File: config.mk
export PLATFORM = sky130hd
export DESIGN_NAME = i2c_register_access_master_top_flat
export DESIGN_NICKNAME = d
export VERILOG_FILES = /design/src/hw/rtl/i2cram_pkg.sv /design/src/hw/rtl/i2cram_if.sv /design/src/hw/rtl/i2cram_ram.sv /design/src/hw/rtl/i2cram_seq.sv /design/src/hw/rtl/i2c_register_access_master_top.sv /design/src/flat_wrapper.sv
export SDC_FILE = /design/constraint.sdc
export NUM_CORES = 1
export LEC_CHECK = 0
export ABC_CLOCK_PERIOD_IN_PS = 5860
export BUFFER_PORTS_ARGS = -buffer_cell sky130_fd_sc_hd__buf_2
export CAP_MARGIN = 20
export CORE_ASPECT_RATIO = 0.8
export CORE_MARGIN = 2
export CORE_UTILIZATION = 53
export CTS_BUF_LIST = sky130_fd_sc_hd__clkbuf_16
export DETAILED_ROUTE_END_ITERATION = 8
export HOLD_SLACK_MARGIN = 0.15
export PLACE_DENSITY_LB_ADDON = 0.2
export SETUP_SLACK_MARGIN = 0.02
export SYNTH_ARGS = -nofsm -noshare
export SYNTH_HDL_FRONTEND = slang
export SYNTH_HIERARCHICAL = 1
export SYNTH_SLANG_ARGS = --single-unit
File: constraint.sdc
create_clock -name i_clk -period 5.86 [get_ports i_clk]
set_input_delay 0.879 -clock i_clk [delete_from_list [all_inputs] [get_ports i_clk]]
set_output_delay 0.879 -clock i_clk [all_outputs]
set_load 0.01 [all_outputs]
File: src/hw/rtl/i2cram_pkg.sv
// shared types and constants of the i2c register access master
package i2cram_pkg;

    typedef enum logic [1:0] {
        CMD_TICK  = 2'd0,
        CMD_PUSH  = 2'd1,
        CMD_READ  = 2'd2,
        CMD_WRITE = 2'd3
    } t_cmd;

    typedef enum logic [1:0] {
        REG_SHORT_DELAY = 2'd0,
        REG_LONG_DELAY  = 2'd1,
        REG_ACK_TRIES   = 2'd2
    } t_reg;

    typedef enum logic [13:0] {
        PH_IDLE    = 14'b00000000000001,
        PH_START_A = 14'b00000000000010,
        PH_START_B = 14'b00000000000100,
        PH_START_C = 14'b00000000001000,
        PH_W_SETUP = 14'b00000000010000,
        PH_W_LOW   = 14'b00000000100000,
        PH_W_HIGH  = 14'b00000001000000,
        PH_ACK     = 14'b00000010000000,
        PH_R_LOW   = 14'b00000100000000,
        PH_R_HIGH  = 14'b00001000000000,
        PH_R_TAIL  = 14'b00010000000000,
        PH_R_ACK   = 14'b00100000000000,
        PH_STOP_A  = 14'b01000000000000,
        PH_STOP_B  = 14'b10000000000000
    } t_phase;

    typedef enum logic [3:0] {
        ST_ADDR  = 4'b0001,
        ST_SUB   = 4'b0010,
        ST_RADDR = 4'b0100,
        ST_DATA  = 4'b1000
    } t_stage;

    localparam logic [7:0] RST_SHORT_DELAY = 8'd5;
    localparam logic [7:0] RST_LONG_DELAY  = 8'd30;
    localparam logic [7:0] RST_ACK_TRIES   = 8'd20;
    localparam logic [7:0] READ_BIT        = 8'h01;

    typedef struct packed {
        logic [7:0] short_delay;
        logic [7:0] long_delay;
        logic [7:0] ack_tries;
    } t_cfg;

    typedef struct packed {
        t_cmd       cmd;
        logic [7:0] dev_addr;
        logic [7:0] sub_addr;
        logic [5:0] byte_count;
        logic [7:0] wr_byte;
        logic       sda_in;
    } t_item;

    typedef struct packed {
        logic       scl_level;
        logic       sda_release;
        logic       rd_valid;
        logic [7:0] rd_data;
        logic       busy_res;
        logic       done_res;
        logic       status;
    } t_res;

endpackage

File: src/hw/rtl/i2cram_if.sv
// valid/ready channel interfaces for command items and pin results
interface i2cram_in_if;
    logic       valid;
    logic       ready;
    logic [1:0] cmd;
    logic [7:0] dev_addr;
    logic [7:0] sub_addr;
    logic [5:0] byte_count;
    logic [7:0] wr_byte;
    logic       sda_in;

    modport source (
        output valid, cmd, dev_addr, sub_addr, byte_count, wr_byte, sda_in,
        input  ready
    );
    modport sink (
        input  valid, cmd, dev_addr, sub_addr, byte_count, wr_byte, sda_in,
        output ready
    );
endinterface

interface i2cram_out_if;
    logic       valid;
    logic       ready;
    logic       scl_level;
    logic       sda_release;
    logic       rd_valid;
    logic [7:0] rd_data;
    logic       busy_res;
    logic       done_res;
    logic       status;

    modport source (
        output valid, scl_level, sda_release, rd_valid, rd_data, busy_res, done_res,
               status,
        input  ready
    );
    modport sink (
        input  valid, scl_level, sda_release, rd_valid, rd_data, busy_res, done_res,
               status,
        output ready
    );
endinterface

File: src/hw/rtl/i2cram_ram.sv
// generic single write port ram with registered read
module i2cram_ram #(
    parameter int WIDTH = 8,
    parameter int DEPTH = 64
) (
    input  logic                     i_clk,
    input  logic                     i_we,
    input  logic [$clog2(DEPTH)-1:0] i_waddr,
    input  logic [WIDTH-1:0]         i_wdata,
    input  logic [$clog2(DEPTH)-1:0] i_raddr,
    output logic [WIDTH-1:0]         o_rdata
);

    logic [WIDTH-1:0] r_mem [DEPTH];
    logic [WIDTH-1:0] r_rdata;

    always_ff @(posedge i_clk) begin
        if (i_we) begin
            r_mem[i_waddr] <= i_wdata;
        end
        r_rdata <= r_mem[i_raddr];
    end

    assign o_rdata = r_rdata;

endmodule

File: src/hw/rtl/i2cram_seq.sv
// pin sequencer: start, byte, acknowledge and stop timing plus write byte store
module i2cram_seq #(
    parameter int BUF_DEPTH = 64
) (
    input  logic               i_clk,
    input  logic               i_rst_n,
    input  logic               i_step,
    input  i2cram_pkg::t_item  i_item,
    input  i2cram_pkg::t_cfg   i_cfg,
    output i2cram_pkg::t_res   o_res
);
    import i2cram_pkg::*;

    localparam int AW = $clog2(BUF_DEPTH);
    localparam int FW = $clog2(BUF_DEPTH + 1);

    t_phase         r_phase, n_phase;
    t_stage         r_stage, n_stage;
    logic [7:0]     r_wait, n_wait;
    logic [3:0]     r_bit, n_bit;
    logic [7:0]     r_shift, n_shift;
    logic [5:0]     r_byte, n_byte;
    logic [FW-1:0]  r_fill, n_fill;
    logic [7:0]     r_ack, n_ack;
    logic [7:0]     r_addr, n_addr;
    logic [7:0]     r_sub, n_sub;
    logic [5:0]     r_count, n_count;
    logic           r_is_read, n_is_read;
    logic           r_failed, n_failed;
    logic           r_scl, n_scl;
    logic           r_sda, n_sda;
    logic           r_fetch_oob;

    logic           w_ram_we;
    logic [7:0]     w_ram_rdata;
    logic [5:0]     w_fetch_idx;
    logic [8:0]     w_fetch_ext;
    logic [7:0]     w_fetch_byte;
    logic [7:0]     w_short_n, w_long_n, w_tries_n;
    logic [8:0]     w_wait_inc, w_ack_inc;
    logic           w_short_hit, w_long_hit;
    logic [3:0]     w_bit_inc;
    logic [5:0]     w_byte_inc;
    logic [7:0]     w_rx_shift;
    t_res           w_res;

    // the byte the next acknowledge may need is read ahead through the registered store read
    assign w_fetch_idx  = (r_stage == ST_DATA) ? r_byte + 6'd1 : 6'd0;
    assign w_fetch_ext  = {3'b000, w_fetch_idx};
    assign w_fetch_byte = r_fetch_oob ? 8'h00 : w_ram_rdata;

    i2cram_ram #(
        .WIDTH (8),
        .DEPTH (BUF_DEPTH)
    ) u_store (
        .i_clk   (i_clk),
        .i_we    (w_ram_we),
        .i_waddr (r_fill[AW-1:0]),
        .i_wdata (i_item.wr_byte),
        .i_raddr (w_fetch_ext[AW-1:0]),
        .o_rdata (w_ram_rdata)
    );

    // zero register values act as one
    assign w_short_n   = (i_cfg.short_delay == 8'd0) ? 8'd1 : i_cfg.short_delay;
    assign w_long_n    = (i_cfg.long_delay == 8'd0) ? 8'd1 : i_cfg.long_delay;
    assign w_tries_n   = (i_cfg.ack_tries == 8'd0) ? 8'd1 : i_cfg.ack_tries;
    assign w_wait_inc  = {1'b0, r_wait} + 9'd1;
    assign w_ack_inc   = {1'b0, r_ack} + 9'd1;
    assign w_short_hit = w_wait_inc >= {1'b0, w_short_n};
    assign w_long_hit  = w_wait_inc >= {1'b0, w_long_n};
    assign w_bit_inc   = r_bit + 4'd1;
    assign w_byte_inc  = r_byte + 6'd1;
    assign w_rx_shift  = {r_shift[6:0], i_item.sda_in};

    always_comb begin
        n_phase   = r_phase;
        n_stage   = r_stage;
        n_wait    = r_wait;
        n_bit     = r_bit;
        n_shift   = r_shift;
        n_byte    = r_byte;
        n_fill    = r_fill;
        n_ack     = r_ack;
        n_addr    = r_addr;
        n_sub     = r_sub;
        n_count   = r_count;
        n_is_read = r_is_read;
        n_failed  = r_failed;
        n_scl     = r_scl;
        n_sda     = r_sda;
        w_ram_we  = 1'b0;
        w_res     = '0;

        if (i_step) begin
            unique case (i_item.cmd)
                CMD_PUSH: begin
                    if (r_phase == PH_IDLE && r_fill < FW'(BUF_DEPTH)) begin
                        w_ram_we = 1'b1;
                        n_fill   = r_fill + FW'(1);
                    end
                end
                CMD_READ, CMD_WRITE: begin
                    if (r_phase == PH_IDLE) begin
                        n_addr    = i_item.dev_addr;
                        n_sub     = i_item.sub_addr;
                        n_count   = i_item.byte_count;
                        n_is_read = (i_item.cmd == CMD_READ);
                        n_byte    = 6'd0;
                        n_bit     = 4'd0;
                        n_ack     = 8'd0;
                        n_stage   = ST_ADDR;
                        n_failed  = 1'b0;
                        n_scl     = 1'b1;
                        n_sda     = 1'b1;
                        n_wait    = 8'd0;
                        n_phase   = PH_START_A;
                    end
                end
                CMD_TICK: begin
                    unique case (r_phase)
                        PH_IDLE: begin
                        end
                        PH_START_A: begin
                            n_wait = w_wait_inc[7:0];
                            if (w_long_hit) begin
                                n_wait  = 8'd0;
                                n_sda   = 1'b0;
                                n_phase = PH_START_B;
                            end
                        end
                        PH_START_B: begin
                            n_wait = w_wait_inc[7:0];
                            if (w_long_hit) begin
                                n_wait  = 8'd0;
                                n_scl   = 1'b0;
                                n_phase = PH_START_C;
                            end
                        end
                        PH_START_C: begin
                            n_wait = w_wait_inc[7:0];
                            if (w_long_hit) begin
                                n_shift = (r_stage == ST_RADDR) ? (r_addr | READ_BIT) : r_addr;
                                n_bit   = 4'd0;
                                n_wait  = 8'd0;
                                n_phase = PH_W_SETUP;
                            end
                        end
                        PH_W_SETUP: begin
                            n_wait = w_wait_inc[7:0];
                            if (w_short_hit) begin
                                n_wait  = 8'd0;
                                n_sda   = r_shift[7];
                                n_phase = PH_W_LOW;
                            end
                        end
                        PH_W_LOW: begin
                            n_wait = w_wait_inc[7:0];
                            if (w_short_hit) begin
                                n_wait  = 8'd0;
                                n_scl   = 1'b1;
                                n_phase = PH_W_HIGH;
                            end
                        end
                        PH_W_HIGH: begin
                            n_wait = w_wait_inc[7:0];
                            if (w_long_hit) begin
                                n_wait  = 8'd0;
                                n_scl   = 1'b0;
                                n_shift = {r_shift[6:0], 1'b0};
                                n_bit   = w_bit_inc;
                                if (w_bit_inc >= 4'd8) begin
                                    // release sda and raise scl for the ack slot
                                    n_sda   = 1'b1;
                                    n_scl   = 1'b1;
                                    n_ack   = 8'd0;
                                    n_phase = PH_ACK;
                                end else begin
                                    n_phase = PH_W_SETUP;
                                end
                            end
                        end
                        PH_ACK: begin
                            if (!i_item.sda_in) begin
                                n_scl = 1'b0;
                                unique case (r_stage)
                                    ST_ADDR: begin
                                        n_stage = ST_SUB;
                                        n_shift = r_sub;
                                        n_bit   = 4'd0;
                                        n_wait  = 8'd0;
                                        n_phase = PH_W_SETUP;
                                    end
                                    ST_SUB: begin
                                        if (r_is_read) begin
                                            // repeated start
                                            n_scl   = 1'b1;
                                            n_sda   = 1'b1;
                                            n_stage = ST_RADDR;
                                            n_wait  = 8'd0;
                                            n_phase = PH_START_A;
                                        end else if (r_count != 6'd0) begin
                                            n_byte  = 6'd0;
                                            n_stage = ST_DATA;
                                            n_shift = w_fetch_byte;
                                            n_bit   = 4'd0;
                                            n_wait  = 8'd0;
                                            n_phase = PH_W_SETUP;
                                        end else begin
                                            n_sda   = 1'b0;
                                            n_wait  = 8'd0;
                                            n_phase = PH_STOP_A;
                                        end
                                    end
                                    ST_RADDR: begin
                                        n_byte = 6'd0;
                                        n_wait = 8'd0;
                                        if (r_count != 6'd0) begin
                                            n_sda   = 1'b1;
                                            n_bit   = 4'd0;
                                            n_shift = 8'd0;
                                            n_phase = PH_R_LOW;
                                        end else begin
                                            n_sda   = 1'b0;
                                            n_phase = PH_STOP_A;
                                        end
                                    end
                                    default: begin
                                        // data stage: next stored byte or stop
                                        n_byte = w_byte_inc;
                                        n_wait = 8'd0;
                                        if (w_byte_inc < r_count && w_byte_inc != 6'd0) begin
                                            n_shift = w_fetch_byte;
                                            n_bit   = 4'd0;
                                            n_phase = PH_W_SETUP;
                                        end else begin
                                            n_sda   = 1'b0;
                                            n_phase = PH_STOP_A;
                                        end
                                    end
                                endcase
                            end else begin
                                n_ack = w_ack_inc[7:0];
                                if (w_ack_inc >= {1'b0, w_tries_n}) begin
                                    n_scl    = 1'b0;
                                    n_failed = 1'b1;
                                    n_sda    = 1'b0;
                                    n_wait   = 8'd0;
                                    n_phase  = PH_STOP_A;
                                end
                            end
                        end
                        PH_R_LOW: begin
                            n_wait = w_wait_inc[7:0];
                            if (w_short_hit) begin
                                n_wait  = 8'd0;
                                n_scl   = 1'b1;
                                n_phase = PH_R_HIGH;
                            end
                        end
                        PH_R_HIGH: begin
                            n_wait = w_wait_inc[7:0];
                            if (w_long_hit) begin
                                n_wait  = 8'd0;
                                n_shift = w_rx_shift;
                                n_scl   = 1'b0;
                                n_bit   = w_bit_inc;
                                if (w_bit_inc == 4'd8) begin
                                    w_res.rd_valid = 1'b1;
                                    w_res.rd_data  = w_rx_shift;
                                end
                                n_phase = PH_R_TAIL;
                            end
                        end
                        PH_R_TAIL: begin
                            n_wait = w_wait_inc[7:0];
                            if (w_short_hit) begin
                                n_wait = 8'd0;
                                if (r_bit < 4'd8) begin
                                    n_phase = PH_R_LOW;
                                end else begin
                                    // master ack on all but the last byte
                                    if ({1'b0, r_byte} + 7'd1 < {1'b0, r_count}) begin
                                        n_sda = 1'b0;
                                    end
                                    n_scl   = 1'b1;
                                    n_phase = PH_R_ACK;
                                end
                            end
                        end
                        PH_R_ACK: begin
                            n_wait = w_wait_inc[7:0];
                            if (w_long_hit) begin
                                n_wait = 8'd0;
                                n_scl  = 1'b0;
                                n_byte = w_byte_inc;
                                if (w_byte_inc < r_count) begin
                                    n_sda   = 1'b1;
                                    n_bit   = 4'd0;
                                    n_shift = 8'd0;
                                    n_phase = PH_R_LOW;
                                end else begin
                                    n_sda   = 1'b0;
                                    n_phase = PH_STOP_A;
                                end
                            end
                        end
                        PH_STOP_A: begin
                            n_wait = w_wait_inc[7:0];
                            if (w_long_hit) begin
                                n_wait  = 8'd0;
                                n_scl   = 1'b1;
                                n_phase = PH_STOP_B;
                            end
                        end
                        PH_STOP_B: begin
                            n_wait = w_wait_inc[7:0];
                            if (w_long_hit) begin
                                n_wait          = 8'd0;
                                n_sda           = 1'b1;
                                n_phase         = PH_IDLE;
                                w_res.done_res  = 1'b1;
                                w_res.status    = r_failed;
                                if (!r_is_read) begin
                                    n_fill = '0;
                                end
                            end
                        end
                        default: begin
                            n_phase = PH_IDLE;
                            n_scl   = 1'b1;
                            n_sda   = 1'b1;
                            n_wait  = 8'd0;
                        end
                    endcase
                end
            endcase
        end

        w_res.scl_level   = n_scl;
        w_res.sda_release = n_sda;
        w_res.busy_res    = (n_phase != PH_IDLE);
    end

    always_ff @(posedge i_clk) begin
        if (!i_rst_n) begin
            r_phase   <= PH_IDLE;
            r_stage   <= ST_ADDR;
            r_wait    <= '0;
            r_bit     <= '0;
            r_shift   <= '0;
            r_byte    <= '0;
            r_fill    <= '0;
            r_ack     <= '0;
            r_addr    <= '0;
            r_sub     <= '0;
            r_count   <= '0;
            r_is_read <= 1'b0;
            r_failed  <= 1'b0;
            r_scl     <= 1'b1;
            r_sda     <= 1'b1;
        end else begin
            r_phase   <= n_phase;
            r_stage   <= n_stage;
            r_wait    <= n_wait;
            r_bit     <= n_bit;
            r_shift   <= n_shift;
            r_byte    <= n_byte;
            r_fill    <= n_fill;
            r_ack     <= n_ack;
            r_addr    <= n_addr;
            r_sub     <= n_sub;
            r_count   <= n_count;
            r_is_read <= n_is_read;
            r_failed  <= n_failed;
            r_scl     <= n_scl;
            r_sda     <= n_sda;
        end
    end

    // read-ahead index beyond the store sends zero
    always_ff @(posedge i_clk) begin
        r_fetch_oob <= (w_fetch_ext >= 9'(BUF_DEPTH));
    end

    assign o_res = w_res;

endmodule

File: src/hw/rtl/i2c_register_access_master_top.sv
// top level of the i2c register access master: config registers, sequencer, result register
// the result of an item is registered and presented in the cycle after the item is accepted
// throughput: one item per cycle, taken whenever the result register is empty or drained
//   in the same cycle, so items can follow back to back
// one tick item advances the pin sequencer by one timing step, settled within that cycle
// reset (synchronous, active low): idle, both pins released, store empty, registers 5/30/20
module i2c_register_access_master_top #(
    parameter int BUF_DEPTH = 64
) (
    input  logic        i_clk,
    input  logic        i_rst_n,
    // command items in, pin results out
    i2cram_in_if.sink   i_req,
    i2cram_out_if.source o_rsp,
    // configuration port
    input  logic        psel,
    input  logic        penable,
    input  logic        pwrite,
    input  logic [3:0]  paddr,
    input  logic [31:0] pwdata,
    output logic [31:0] prdata,
    output logic        pready
);
    import i2cram_pkg::*;

    t_cfg  r_cfg;
    t_item w_item;
    t_res  w_res;
    t_res  r_res;
    logic  r_out_valid;
    logic  w_in_ready;
    logic  w_step;
    logic  w_cfg_wr;
    t_reg  w_reg_sel;

    // configuration registers, written in the access phase of an apb transaction
    assign pready    = 1'b1;
    assign w_cfg_wr  = psel && penable && pwrite && pready;
    assign w_reg_sel = t_reg'(paddr[3:2]);

    always_ff @(posedge i_clk) begin
        if (!i_rst_n) begin
            r_cfg.short_delay <= RST_SHORT_DELAY;
            r_cfg.long_delay  <= RST_LONG_DELAY;
            r_cfg.ack_tries   <= RST_ACK_TRIES;
        end else if (w_cfg_wr) begin
            unique case (w_reg_sel)
                REG_SHORT_DELAY: r_cfg.short_delay <= pwdata[7:0];
                REG_LONG_DELAY:  r_cfg.long_delay  <= pwdata[7:0];
                REG_ACK_TRIES:   r_cfg.ack_tries   <= pwdata[7:0];
                default: begin
                    // unmapped address, write dropped
                end
            endcase
        end
    end

    always_comb begin
        unique case (w_reg_sel)
            REG_SHORT_DELAY: prdata = {24'd0, r_cfg.short_delay};
            REG_LONG_DELAY:  prdata = {24'd0, r_cfg.long_delay};
            REG_ACK_TRIES:   prdata = {24'd0, r_cfg.ack_tries};
            default:         prdata = 32'd0;
        endcase
    end

    // input side: accept whenever the result register can take the new result
    assign w_in_ready  = !r_out_valid || o_rsp.ready;
    assign i_req.ready = w_in_ready;
    assign w_step      = i_req.valid && w_in_ready;

    assign w_item.cmd        = t_cmd'(i_req.cmd);
    assign w_item.dev_addr   = i_req.dev_addr;
    assign w_item.sub_addr   = i_req.sub_addr;
    assign w_item.byte_count = i_req.byte_count;
    assign w_item.wr_byte    = i_req.wr_byte;
    assign w_item.sda_in     = i_req.sda_in;

    // state update and result for the accepted item, both formed in the cycle it is accepted
    i2cram_seq #(
        .BUF_DEPTH (BUF_DEPTH)
    ) u_seq (
        .i_clk   (i_clk),
        .i_rst_n (i_rst_n),
        .i_step  (w_step),
        .i_item  (w_item),
        .i_cfg   (r_cfg),
        .o_res   (w_res)
    );

    // result register: one result per accepted transaction
    always_ff @(posedge i_clk) begin
        if (!i_rst_n) begin
            r_out_valid <= 1'b0;
        end else if (w_step) begin
            r_out_valid <= 1'b1;
        end else if (o_rsp.ready) begin
            r_out_valid <= 1'b0;
        end
    end

    always_ff @(posedge i_clk) begin
        if (w_step) begin
            r_res <= w_res;
        end
    end

    assign o_rsp.valid       = r_out_valid;
    assign o_rsp.scl_level   = r_res.scl_level;
    assign o_rsp.sda_release = r_res.sda_release;
    assign o_rsp.rd_valid    = r_res.rd_valid;
    assign o_rsp.rd_data     = r_res.rd_data;
    assign o_rsp.busy_res    = r_res.busy_res;
    assign o_rsp.done_res    = r_res.done_res;
    assign o_rsp.status      = r_res.status;

endmodule

File: src/flat_wrapper.sv
// flat-port wrapper written by rule: the top's interface ports become plain ports
module i2c_register_access_master_top_flat import i2cram_pkg::*;
#(
    parameter int BUF_DEPTH = 64
)
  (i_clk, i_rst_n, psel, penable, pwrite, paddr, pwdata, prdata, pready, i_req_valid, i_req_cmd, i_req_dev_addr, i_req_sub_addr, i_req_byte_count, i_req_wr_byte, i_req_sda_in, i_req_ready, o_rsp_valid, o_rsp_scl_level, o_rsp_sda_release, o_rsp_rd_valid, o_rsp_rd_data, o_rsp_busy_res, o_rsp_done_res, o_rsp_status, o_rsp_ready);
  i2cram_in_if i_req_i ();
  i2cram_out_if o_rsp_i ();
  input  logic i_clk;
  input  logic i_rst_n;
  input  logic psel;
  input  logic penable;
  input  logic pwrite;
  input  logic [3:0] paddr;
  input  logic [31:0] pwdata;
  output logic [31:0] prdata;
  output logic pready;
  input wire logic [$bits(i_req_i.valid)-1:0] i_req_valid;
  input wire logic [$bits(i_req_i.cmd)-1:0] i_req_cmd;
  input wire logic [$bits(i_req_i.dev_addr)-1:0] i_req_dev_addr;
  input wire logic [$bits(i_req_i.sub_addr)-1:0] i_req_sub_addr;
  input wire logic [$bits(i_req_i.byte_count)-1:0] i_req_byte_count;
  input wire logic [$bits(i_req_i.wr_byte)-1:0] i_req_wr_byte;
  input wire logic [$bits(i_req_i.sda_in)-1:0] i_req_sda_in;
  output wire logic [$bits(i_req_i.ready)-1:0] i_req_ready;
  output wire logic [$bits(o_rsp_i.valid)-1:0] o_rsp_valid;
  output wire logic [$bits(o_rsp_i.scl_level)-1:0] o_rsp_scl_level;
  output wire logic [$bits(o_rsp_i.sda_release)-1:0] o_rsp_sda_release;
  output wire logic [$bits(o_rsp_i.rd_valid)-1:0] o_rsp_rd_valid;
  output wire logic [$bits(o_rsp_i.rd_data)-1:0] o_rsp_rd_data;
  output wire logic [$bits(o_rsp_i.busy_res)-1:0] o_rsp_busy_res;
  output wire logic [$bits(o_rsp_i.done_res)-1:0] o_rsp_done_res;
  output wire logic [$bits(o_rsp_i.status)-1:0] o_rsp_status;
  input wire logic [$bits(o_rsp_i.ready)-1:0] o_rsp_ready;
  assign i_req_i.valid = i_req_valid;
  assign i_req_i.cmd = i_req_cmd;
  assign i_req_i.dev_addr = i_req_dev_addr;
  assign i_req_i.sub_addr = i_req_sub_addr;
  assign i_req_i.byte_count = i_req_byte_count;
  assign i_req_i.wr_byte = i_req_wr_byte;
  assign i_req_i.sda_in = i_req_sda_in;
  assign i_req_ready = i_req_i.ready;
  assign o_rsp_valid = o_rsp_i.valid;
  assign o_rsp_scl_level = o_rsp_i.scl_level;
  assign o_rsp_sda_release = o_rsp_i.sda_release;
  assign o_rsp_rd_valid = o_rsp_i.rd_valid;
  assign o_rsp_rd_data = o_rsp_i.rd_data;
  assign o_rsp_busy_res = o_rsp_i.busy_res;
  assign o_rsp_done_res = o_rsp_i.done_res;
  assign o_rsp_status = o_rsp_i.status;
  assign o_rsp_i.ready = o_rsp_ready;
  i2c_register_access_master_top #(.BUF_DEPTH(BUF_DEPTH)) u_core (.i_clk(i_clk), .i_rst_n(i_rst_n), .i_req(i_req_i), .o_rsp(o_rsp_i), .psel(psel), .penable(penable), .pwrite(pwrite), .paddr(paddr), .pwdata(pwdata), .prdata(prdata), .pready(pready));
endmodule
==> qor.yml <==
clock_network:
  ctsHtreeMaxLevel: 2
  cts_setup_buffers: 0
  path_clk_slew_ns: 0.07
  cts_resized: 0
  cts.sink_count: 644
  clk_path_buf_depth: 3
  worstSkewPairLatency_ns: 0.63
  ctsHoldBuffers: 0
  root_buffer: "clkbuf_16"
  cts_tree: "built"
  cts_buffers: 61
grt:
  grt_overflow: 0
  antenna_found_initial: 2
  grt_max_degree: 65
  grt_pass1_vias: 16700
  grt_pass1_wl_um: 104000
  grt_usage_pct: 25.4
setup_path:
  critPathCaptureType: "register"
  critPathMaxStageDelay_ns: 0.60
  path_class: "reg2reg"
  critPathRequiredTime_ns: 6.20
  endpoint: "u_core/o_rsp.busy_res$_DFFE_PP_"
  worstSetupPathDepth: 14
  crit_chain: "ha_1, and4_1, nand2_1, xnor2_1, ha_1, a211oi_1, a211oi_1, a211o_1, a21oi_1, or4_1, o32ai_1, nand4_1, or4_1, or4_1"
  cp_slowest_cell: "or4_1"
  regToRegSetupSlack_ns: 0.75
  crit_arrival_ns: 5.46
  cp-startpoint: "u_core/u_seq/r_wait[0]$_SDFFE_PN0P_"
  reg2reg_depth: 14
  r2r-end: "u_core/o_rsp.busy_res$_DFFE_PP_"
  cp_num_buf_inv: 0
  critical_path.most_common_cell: "or4_1"
  critical_path.top_delay_family: "simple AND/OR/NAND/NOR gates"
  reg2reg_from: "u_core/u_seq/r_wait[0]$_SDFFE_PN0P_"
  critPathMaxFanout: 10
  start_kind: "register"
final_layout:
  fin_nets: 2176
  synthToLayoutAreaGrowth_pct: 11.1
  num_antenna_cells: 0
  layout_common_cells: "edfxtp_1 (526), nor2_1 (192), nand2_1 (154), mux4_2 (124), dfxtp_1 (118)"
  instances_no_fill: 2809
  layout_commonest_cell: "edfxtp_1"
  layout-drive-gt1-share_pct: 18.2
pwr:
  p_seq_share_pct: 53.6
  p_comb_share_pct: 3.0
  p_int_w: 0.00734
  power_frac_clock_pct: 43.4
  switching_share_pct: 21.0
  p_per_area_mw_per_mm2: 297
  switchingPower_w: 0.00195
  irDropWorstVdd_uv: 266
  leakagePower_nw: 10.3
  power.total_w: 0.00929
yosys:
  synth-edff-count: 526
  yosys-top-cells-area: "edfxtp_1 (56%), mux4_2 (9.9%), dfxtp_1 (8.4%)"
  async_flop_share_pct: 0
  postSynthAreaPerCell_um2: 14.1
  post-synth-top-area-fraction_pct: 56.1
  ys.flop_type: "edfxtp_1"
  yosysTopAreaCell: "edfxtp_1"
  synth_cell_type_count: 81
  yosysWarnings: 6
  syn-instance-count: 1996
  ys_seq_area_share_pct: 64.5
  synth_seq_cells: 644
  syn_area_mm2: 0.0282
detailed_routing:
  drt_iter0_markers: 2233
  viasPerCell: 6.20
  vias: 17400
  post_drt_wl_per_cell_um: 24.8
  ant_nets: 0
  dr.pass1.iters: 6
  drc: 0
  wl_um: 69500
sta:
  grt_setup_unrepaired: "no"
  tns_ns: 0
  worst_pin_slew_ns: 1.03
  fin_crit_ns: 5.11
  finalClockSkew_ns: 0.0250
  drv_slew: 0
  relSlewSlack_pct: 31.2
  fin_crit_sh_pct: 87.2
  clock.fmax_mhz: 196
  setup_violations: 0
  hold_violations: 0
place:
  dp.cells: 2688
  dp_hpwl_um: 46000
  place.gp.congestion: 0.925
  port-buffer-count: 73
die:
  die_h_um: 210
  core_mm2: 0.0525
  dieWidth_um: 262
  dieArea_mm2: 0.0550
  start_util_pct: 53.7
  pin_count: 125
  rows: 75
min_path:
  hold_path_class: "reg2reg"
status:
  outcome: "finished, final reports clean"
job:
  cap_viol_max_count: 0
==> cell type report <==
cell class	instances	area, µm²
Tap cell	693	867
Timing Repair Buffer	122	831
Sequential cell	644	18200
Clock inverter	50	468
Multi-Input combinational cell	1197	9230
Inverter	39	146
Fill cell	4001	21200
Clock buffer	64	1600
==> synth_stat cells, drive strengths merged (7+ instances only) <==
library cell,number
or4,10
o21a,9
and2,20
mux4,124
nand2b,15
o22ai,24
inv,37
nand3b,9
a221o,8
xnor2,13
dfxtp,118
nand3,63
a21oi,82
and3,11
a22oi,14
a211oi,9
a31oi,17
mux2i,62
nor2,196
edfxtp,526
clkbuf,70
or2,12
nor3,26
nor2b,31
xor2,13
nor3b,12
o221ai,9
nand2,154
nor4,20
or4b,7
buf,69
nor4b,10
nand4,21
o21ai,64
or3,7
ha,35
a221oi,7
==> stage by stage <==
step	hold slack [ns]	area [µm²]	utilization (%)	setup slack, ns
after floorplan	0.433	28300	-	1.45
after global placement	0.446	29100	55.4	0.895
after detailed placement	0.448	29100	55.5	0.823
after CTS	0.457	31200	59.4	0.811
after global routing	0.484	31300	59.7	0.471
final	0.462	31300	59.7	0.749
==> power by group through the flow <==
stage	clock [W]	sequential (W)	combinational, W
6_report	0.00403	0.00498	0.000279
5_1_grt	0.00426	0.00498	0.000306
4_1_cts	0.00410	0.00498	0.000268
3_5_place_dp	0	0.00508	0.000267
3_3_place_gp	0	0.00508	0.000261
2_1_floorplan	0	0.00507	0.000148
==> worst register-to-register path, delay by kind of cell, from the launching register on <==
| family | cells | cell delay [ns] |
|---|---|---|
| flops | 1 | 0.44 |
| xor+xnor | 1 | 0.27 |
| simple gates | 6 | 2.24 |
| fa+ha+maj | 2 | 0.55 |
| compound gates | 5 | 1.34 |
==> routing by layer <==
metal  vias to the layer above  track usage (%)  part of all wire, %
met5                         -                0                    0
met4                         0             6.05                  2.1
met3                       112             6.16                  9.5
met2                       776             37.5                   44
met1                      8729             38.3                   45
li1                       7787                -                    -
==> worst min-delay path by stage <==
stage,from,end,slack (ns),cells past startpoint
floorplan,u_core/u_seq/r_addr[0]$_SDFFE_PN0P_,u_core/u_seq/r_addr[0]$_SDFFE_PN0P_,0.43,2
finish,u_core/u_seq/r_sub[2]$_SDFFE_PN0P_,u_core/u_seq/r_sub[2]$_SDFFE_PN0P_,0.46,2
CTS,u_core/u_seq/r_addr[6]$_SDFFE_PN0P_,u_core/u_seq/r_addr[6]$_SDFFE_PN0P_,0.46,2
global placement,u_core/u_seq/r_addr[6]$_SDFFE_PN0P_,u_core/u_seq/r_addr[6]$_SDFFE_PN0P_,0.45,2
detailed placement,u_core/u_seq/r_addr[6]$_SDFFE_PN0P_,u_core/u_seq/r_addr[6]$_SDFFE_PN0P_,0.45,2
global route,i_req_dev_addr[1],u_core/u_seq/r_addr[1]$_SDFFE_PN0P_,0.48,3
==> sequential cells by signal, summed over array words and instances (netlist names), 4 cells and up <==
name,count
u_core/u_seq/r_wait,8
u_core/u_seq/r_bit,4
u_core/u_seq/r_addr,8
u_core/u_seq/r_sub,8
u_core/u_seq/u_store/o_rdata,8
u_core/u_seq/r_phase,14
u_core/u_seq/r_byte,6
u_core/u_seq/r_fill,7
u_core/u_seq/r_ack,8
u_core/u_seq/u_store/r_mem,512
u_core/u_seq/r_stage,4
u_core/u_seq/r_count,6
u_core/r_cfg,24
u_core/u_seq/r_shift,8
u_core/o_rsp.rd_data,8
==> kinds of logic after synthesis <==
| kind of cell | count (synthesis) | share of synthesized area, % |
|---|---|---|
| other cells | 2 | 0.0267 |
| mux | 187 | 12.2 |
| buf+inv | 178 | 3.20 |
| xor+xnor | 26 | 0.808 |
| fa+ha+maj | 35 | 1.55 |
| simple gates | 635 | 11.2 |
| compound gates | 289 | 6.58 |
| flops | 644 | 64.5 |
Note: power is estimated with default switching activity, not from simulation.
